<file path="config.mk">
export PLATFORM = sky130hd
export DESIGN_NAME = tfvc_ratio
export DESIGN_NICKNAME = d
export VERILOG_FILES = /design/src/hdl/tfvc_pkg.sv /design/src/hdl/tfvc_ratio.sv
export SDC_FILE = /design/constraint.sdc
export NUM_CORES = 2
export LEC_CHECK = 0
export ABC_AREA = 0
export BUFFER_PORTS_ARGS = -buffer_cell sky130_fd_sc_hd__buf_2
export CELL_PAD_IN_SITES_DETAIL_PLACEMENT = 1
export CELL_PAD_IN_SITES_GLOBAL_PLACEMENT = 2
export CORE_MARGIN = 1
export CORE_UTILIZATION = 39
export DETAILED_ROUTE_END_ITERATION = 8
export PLACE_DENSITY_LB_ADDON = 0.05
export SYNTH_ARGS = -nofsm -noshare
export SYNTH_HDL_FRONTEND = slang
export SYNTH_SLANG_ARGS = --single-unit
</file>
<file path="constraint.sdc">
create_clock -name clock -period 9.97 [get_ports clock]
set_input_delay 0.997 -clock clock [delete_from_list [all_inputs] [get_ports clock]]
set_output_delay 0.997 -clock clock [all_outputs]
set_load 0.05 [all_outputs]
</file>
<file path="src/hdl/tfvc_pkg.sv">
// ---------------------------------------------------------------------------
// tfvc_pkg: shared types and constants of the target follow controller
// Register indexes, fixed-point constants and the CORDIC arctangent table.
// ---------------------------------------------------------------------------
package tfvc_pkg;

   localparam int RegCount = 8;

   typedef enum logic [2:0] {
      REG_TARGET_DIST = 3'd0,
      REG_STOP_DIST   = 3'd1,
      REG_MAX_LIN     = 3'd2,
      REG_MAX_ANG     = 3'd3,
      REG_DECAY_LIN   = 3'd4,
      REG_DECAY_ANG   = 3'd5,
      REG_BLEND_LIN   = 3'd6,
      REG_BLEND_ANG   = 3'd7
   } reg_index_type;

   localparam logic signed [15:0] AngLimit     = 16'sd12868;
   localparam logic signed [23:0] QuarterPiQ16 = 24'sd102944;
   localparam logic [29:0]        Ln2Q30       = 30'd744261118;
   localparam logic [16:0]        ExpScale     = 17'd96817;

   // atan(2^-i) in Q.16
   function automatic logic signed [23:0] atan_entry(input logic [3:0] idx);
      logic signed [23:0] v;
      case (idx)
         4'd0:  v = 24'sd51472;
         4'd1:  v = 24'sd30386;
         4'd2:  v = 24'sd16055;
         4'd3:  v = 24'sd8150;
         4'd4:  v = 24'sd4091;
         4'd5:  v = 24'sd2047;
         4'd6:  v = 24'sd1024;
         4'd7:  v = 24'sd512;
         4'd8:  v = 24'sd256;
         4'd9:  v = 24'sd128;
         4'd10: v = 24'sd64;
         4'd11: v = 24'sd32;
         4'd12: v = 24'sd16;
         4'd13: v = 24'sd8;
         4'd14: v = 24'sd4;
         4'd15: v = 24'sd2;
         default: v = 24'sd0;
      endcase
      return v;
   endfunction

endpackage

</file>
<file path="src/hdl/tfvc_ratio.sv">
// ---------------------------------------------------------------------------
// tfvc_ratio: exponential ratio unit
// Computes exp(-rate*ms/1000) as a Q0.16 ratio, 0..65536, over several cycles
// with one multiplier step and one bit-serial divide per series term, one divide bit per cycle.
// ---------------------------------------------------------------------------
module tfvc_ratio (
   input  logic        clock,
   input  logic        reset,
   input  logic        start,
   input  logic [7:0]  rate,
   input  logic [15:0] ms,
   output logic        done,
   output logic [16:0] ratio
);

   typedef enum logic [2:0] {
      S_IDLE, S_EXP, S_FRAC, S_TERM, S_DIV, S_FIN
   } state_type;

   state_type   state_ff;
   logic [23:0] a_ff;
   logic [40:0] p_ff;
   logic [30:0] y_ff;
   logic [31:0] sum_ff;   // signed Q.30, stays in 0..2^30
   logic [30:0] term_ff;
   logic [30:0] quo_ff;
   logic [30:0] rem_ff;
   logic [30:0] prod_ff;
   logic [3:0]  k_ff;
   logic [4:0]  bit_ff;
   logic        done_ff;
   logic [16:0] ratio_ff;

   logic [61:0] yt_mult;
   logic [31:0] rem_shift;
   logic [24:0] n_val;
   logic [31:0] sum_new;

   assign yt_mult   = 62'(term_ff) * 62'(y_ff);
   assign rem_shift = {rem_ff, prod_ff[bit_ff]};
   assign n_val     = p_ff[40:16];
   assign sum_new   = k_ff[0] ? (sum_ff - 32'(quo_ff)) : (sum_ff + 32'(quo_ff));

   // sequencer: exponent, ln2 fraction, eight series terms by restoring divide
   always_ff @(posedge clock) begin
      if (reset) begin
         state_ff <= S_IDLE;
         done_ff  <= 1'b0;
      end else begin
         // one-cycle pulse with the last term
         done_ff <= (state_ff == S_FIN) && (k_ff == 4'd8);
         case (state_ff)
            S_IDLE: begin
               if (start) begin
                  a_ff     <= 24'(rate) * 24'(ms);
                  state_ff <= S_EXP;
               end
            end
            S_EXP: begin
               p_ff     <= (41'(a_ff) * 41'(tfvc_pkg::ExpScale) + 41'd512) >> 10;
               state_ff <= S_FRAC;
            end
            S_FRAC: begin
               y_ff     <= 31'((47'(p_ff[15:0]) * 47'(tfvc_pkg::Ln2Q30)) >> 16);
               sum_ff   <= 32'd1 << 30;
               term_ff  <= 31'd1 << 30;
               k_ff     <= 4'd1;
               state_ff <= S_TERM;
            end
            S_TERM: begin
               prod_ff  <= 31'(yt_mult >> 30);
               rem_ff   <= '0;
               quo_ff   <= '0;
               bit_ff   <= 5'd30;
               state_ff <= S_DIV;
            end
            S_DIV: begin
               if (rem_shift >= 32'(k_ff)) begin
                  rem_ff <= 31'(rem_shift - 32'(k_ff));
                  quo_ff[bit_ff] <= 1'b1;
               end else begin
                  rem_ff <= rem_shift[30:0];
               end
               if (bit_ff == 5'd0) state_ff <= S_FIN;
               else bit_ff <= bit_ff - 5'd1;
            end
            S_FIN: begin
               sum_ff  <= sum_new;
               term_ff <= quo_ff;
               if (k_ff == 4'd8) begin
                  if (n_val >= 25'd17) ratio_ff <= '0;
                  else ratio_ff <= 17'((sum_new + (32'd1 << (13 + n_val[4:0])))
                                   >> (14 + n_val[4:0]));
                  state_ff <= S_IDLE;
               end else begin
                  k_ff     <= k_ff + 4'd1;
                  state_ff <= S_TERM;
               end
            end
            default: state_ff <= S_IDLE;
         endcase
      end
   end

   assign done  = done_ff;
   assign ratio = ratio_ff;

endmodule

</file>
* Word-level counts from Yosys, hierarchy flattened
Index checks and enable logic that the tools add are counted.
W data, S select, Z words.
** Word-level totals
- Input bits :: 27
- Logic and storage cells :: 81
- Register bits after elaboration :: 271
- Output and inout port bits :: 18
** Cells by class
- Shifts and indexed selects :: 2
- $lt $le $gt $ge :: 4
- Mux-type cells :: 19
- Bitwise gates (word level) :: 2
- Add/sub/neg operators :: 9
- Multiply operators :: 4
- Equal/unequal tests :: 11
- Reduce and logical (&&, ||, !) cells :: 17
** Operators with widths (count)
- $pmux W31 S2 :: 3
- $pmux W32 S2 :: 1
- $mux W31 :: 2
- $mul A31 B30 Y61 :: 1
- $mul A16 B29 Y45 const B :: 1
- $add A41 B10 Y41 const B :: 1
- $mul A24 B17 Y41 const B :: 1
- $add A32 B31 Y32 :: 1
- $add A32 B32 Y32 :: 1
- $ge A32 B4 Y1 :: 1
- $mux W32 :: 1
- $shl A1 B6 Y32 const A :: 1
- $shr A32 B6 Y17 :: 1
- $sub A32 B31 Y32 :: 1
- $or A31 B31 Y31 :: 1
- $sub A31 B4 Y31 :: 1
- $mul A8 B16 Y24 :: 1
- $pmux W3 S6 :: 1
- $ge A15 B5 Y1 const B :: 1
- $reduce_and A3 Y1 :: 5
- $add A4 B5 Y6 const A :: 2
- $reduce_and A2 Y1 :: 6
- $ne A2 B2 Y1 const B :: 5
- $pmux W5 S2 :: 1
- 21 further kinds :: 27

* Logic depth before layout (Yosys ltp)
- Depth in word-level cells :: 7
- Gate-level depth with buffers :: 31
- Depth with buffers taken out :: 30

* Worst setup path before layout
Ideal clock, no wire load.
- Path kind :: register to register
- Start point :: register term_ff[10]
- End point :: register prod_ff[23], data pin
- Required time :: 9.712 ns
- Setup slack :: 2.202 ns
- Cell stages (with the launch flop) :: 29
- Library setup time :: 0.258 ns
- Arrival :: 7.510 ns
- Path through :: edfxtp_1 clkbuf_1 and2_1 fa_1 inv_1 fa_1 inv_1 fa_1 inv_1 fa_1 inv_1 fa_1 fa_1 fa_1 inv_1 fa_1 inv_1 ha_1 nand4_1 nor4_1 nand2_1 o221ai_1 a21oi_1 o31a_1 o21ai_0 a41oi_1 o21ai_0 a21oi_1 xnor2_1
** On the way
- Word-level cells in the longest chain between the ends :: 1
** RTL lines
- start: declaration :: RTL line tfvc_ratio.sv:25 : logic [30:0] term_ff;
- start signal: assignment :: RTL line tfvc_ratio.sv:66 : term_ff <= 31'd1 << 30;
- start signal: assignment :: RTL line tfvc_ratio.sv:89 : term_ff <= quo_ff;
- $mul A31 B30 Y61 :: RTL line tfvc_ratio.sv:39 : assign yt_mult = 62'(term_ff) * 62'(y_ff);
- via yt_mult[53] :: RTL line tfvc_ratio.sv:34 : logic [61:0] yt_mult;
- end signal: assignment :: RTL line tfvc_ratio.sv:71 : prod_ff <= 31'(yt_mult >> 30);
- end: declaration :: RTL line tfvc_ratio.sv:28 : logic [30:0] prod_ff;
The timed path passes the listed nets, and every way through them passes these cells.
A chain may end at the register's enable or synchronous reset.

* Worst setup path in the final report
- Start point :: register y_ff[7]
- End point :: register prod_ff[23], data pin
** On the way
- Word-level cells in the longest chain between the ends :: 1
** RTL lines
- start: declaration :: RTL line tfvc_ratio.sv:23 : logic [30:0] y_ff;
- start signal: assignment :: RTL line tfvc_ratio.sv:64 : y_ff <= 31'((47'(p_ff[15:0]) * 47'(tfvc_pkg::Ln2Q30)) >> 16);
- $mul A31 B30 Y61 :: RTL line tfvc_ratio.sv:39
- via yt_mult[53] :: RTL line tfvc_ratio.sv:34
The timed path passes the listed nets, and every way through them passes these cells.

==> flow_summary.yaml <==
status:
  outcome: "finished clean"
setup_path:
  worstSetupEndpointType: "flip-flop"
  cp.required_ns: 10.35
  cp_common_cell: "fa_1"
  crit_family: "adder cells"
  critPathKind: "flip-flop to flip-flop"
  critical_path.max_fanout: 18
  cp_num_buf_inv: 5
  cp.depth: 26
  crit_path_start_kind: "flip-flop"
  r2r_cells: 26
  slowest_stage: "edfxtp_1"
  critPathMaxStageDelay_ns: 0.93
  arrival_ns: 9.87
floorplan:
  core_um2: 155000
  die_x_um: 397
  die_h_um: 397
  rows: 144
  dieArea_um2: 158000
  start_util_pct: 39.4
  num_io_pins: 45
drt:
  post-route-drc-count: 0
  routed_wl_mm: 186
  routed_via_density: 5.07
  drt_iter0_drc: 1876
  drtPass1Iterations: 6
  postRouteAntennaNets: 0
  via_count: 41946
  post_drt_wl_per_cell_um: 22.5
synthesis:
  yosys_register_bits: 271
  async_reset_ff_share_pct: 0
  synth.avg_cell_area_um2: 9.78
  synth_flop_cell: "edfxtp_1"
  yosysWarnings: 0
  synth-edff-count: 267
  synth_cell_type_count: 74
  synth_cells: 6232
  ys_seq_area_share_pct: 13.3
  syn_area_um2: 61000
global_route:
  overflow: 0
  grt_pass1_vias: 48470
  grt_pass1_wl_mm: 296
  grt_max_degree: 66
  track_usage_pct: 24.6
  antenna_found_initial: 9
clock_network:
  cts_tree: "built"
  cts_sinks: 271
  clock_path_buffers: 3
  cts_setup_buffers: 0
  clock-root-buffer: "clkbuf_16"
  clkLatencyLatePin_ns: 0.63
  cts_buffers: 41
  ctsResizeCount: 0
  ctsHoldBuffers: 0
  h-tree-depth: 2
  clkSlewWorstSetupHoldPaths_ns: 0.06
run:
  max_cap_violations: 0
final_layout:
  area_delta_synth_final_pct: 7.03
  nNetsFinal: 8120
  drive_above_1_share_pct: 4.25
timing:
  period_share_pct: 95.2
  holdWs_ns: 0.618
  setup_tns_ns: 0
  slew_viol_final: 0
  clock.fmax_ghz: 0.105
  worst-slew-pin-transition_ns: 1.26
  slew_headroom_pct: 15.7
  final-hold-violation-count: 0
  period_minus_slack_ns: 9.49
  timing.final.ws_setup_ns: 0.477
  grt_setup_unrepaired: "false"
  fin_skew_ns: 0.0484
  setup_viol: 0
place:
  place_ws_ns: 0.510
  portBuffers: 44
  gp_congestion: 0.869
  hpwlAfterDp_mm: 153
hold_path:
  hold_class: "flip-flop to flip-flop"
  whs_path_depth: 2
==> cell type report <==
cell class / count / area (µm²)
Clock buffer: 48 / 1050
Inverter: 1372 / 5150
Antenna cell: 3 / 7.51
Clock inverter: 26 / 357
Multi-Input combinational cell: 4357 / 46900
Fill cell: 17412 / 89300
Sequential cell: 271 / 8100
Timing Repair Buffer: 160 / 1140
Tap cell: 2044 / 2560
==> cells by family (layout without fill, tap and decap cells) <==
logic type	count (synthesis)	after routing	share of synthesized area, %
AOI/OAI and AO/OA	517	517	5.40
muxes	31	31	0.745
other	1	15	0.00615
DFF	271	271	13.3
adders and majority gates	1890	1890	53.4
xor gates and xnor gates	214	214	3.09
and+or+nand+nor	1693	1693	14.2
buffers and inverters	1615	1606	9.94
==> tightest hold or removal path, delay by kind of cell, from the launching register on <==
kind	cells	cell delay, ns
xor+xnor	1	0.07
simple gates	1	0.08
flops	1	0.35
==> routing by layer <==
layer	share of wire [%]	GRT usage (%)	vias to the layer above
met2	51	44.2	499
met5	0.014	0	-
met3	2.9	2.28	176
met1	44	32.3	22137
met4	2.0	4.57	4
li1	-	-	19130
==> Yosys cell counts, types with 10 or more instances <==
cell      number  share of area, %
inv_1       1370               8.4
o21a_1        24              0.30
o21ai_0       71              0.58
mux2i_1       15              0.25
fa_1        1182                39
and3_1        42              0.43
or3_1         15              0.15
a21o_1        50              0.62
nand2_1      539               3.3
a211o_1       11              0.16
xnor2_1      151               2.2
xor2_1        62              0.89
nand4_1       23              0.24
o21bai_1      18              0.22
edfxtp_1     267                13
a211oi_1      21              0.26
o31ai_1       10              0.12
nand2b_1      16              0.16
a21oi_1      205               1.7
clkbuf_1     235               1.4
nor3_1        52              0.43
and2_1       660               6.8
nor4_1        11              0.11
ha_1         708                15
o211ai_1      13              0.16
mux4_2        11              0.41
nand3_1       37              0.30
nor2_1       222               1.4
nor2b_1       34              0.35
a31oi_1       18              0.18
==> metrics by stage <==
stage	util [%]	instances	cell area, µm²
CTS	42.2	8278	65200
finish	42.2	8281	65200
global route	42.2	8278	65200
detailed placement	41.3	8204	63800
global placement	41.3	8204	63800
floorplan	-	6243	61000
==> registers in the layout (all words and copies together), names as in the netlist <==
| signal | count |
|---|---|
| a_ff | 24 |
| bit_ff | 5 |
| done | 1 |
| k_ff | 4 |
| p_ff | 31 |
| prod_ff | 31 |
| quo_ff | 31 |
| ratio | 17 |
| rem_ff | 31 |
| state_ff | 3 |
| sum_ff | 32 |
| term_ff | 31 |
| y_ff | 30 |
==> cells in the final DEF, fill, tap and decap left out, types with 70 or more instances in the layout <==
| cell type | netlist | final |
|---|---|---|
| inv_1 | 1370 | 1370 |
| nor2_1 | 222 | 221 |
| ha_1 | 708 | 708 |
| fa_1 | 1182 | 1182 |
| edfxtp_1 | 267 | 267 |
| buf_4 | 0 | 112 |
| xnor2_1 | 151 | 151 |
| o21ai_0 | 71 | 70 |
| a21oi_1 | 205 | 205 |
| and2_1 | 660 | 660 |
| nand2_1 | 539 | 539 |
==> final timing paths <==
path,startpoint,to,slack (ns)
worst max-delay path,y_ff[7],prod_ff[23],0.48
worst max register to register,y_ff[7],prod_ff[23],0.48
worst min register to register,rem_ff[21],rem_ff[22],0.62
worst min-delay path,rem_ff[21],rem_ff[22],0.62
Power is not shown: default switching activity piles up to over one toggle a cycle in this logic, so the estimate is an artifact.
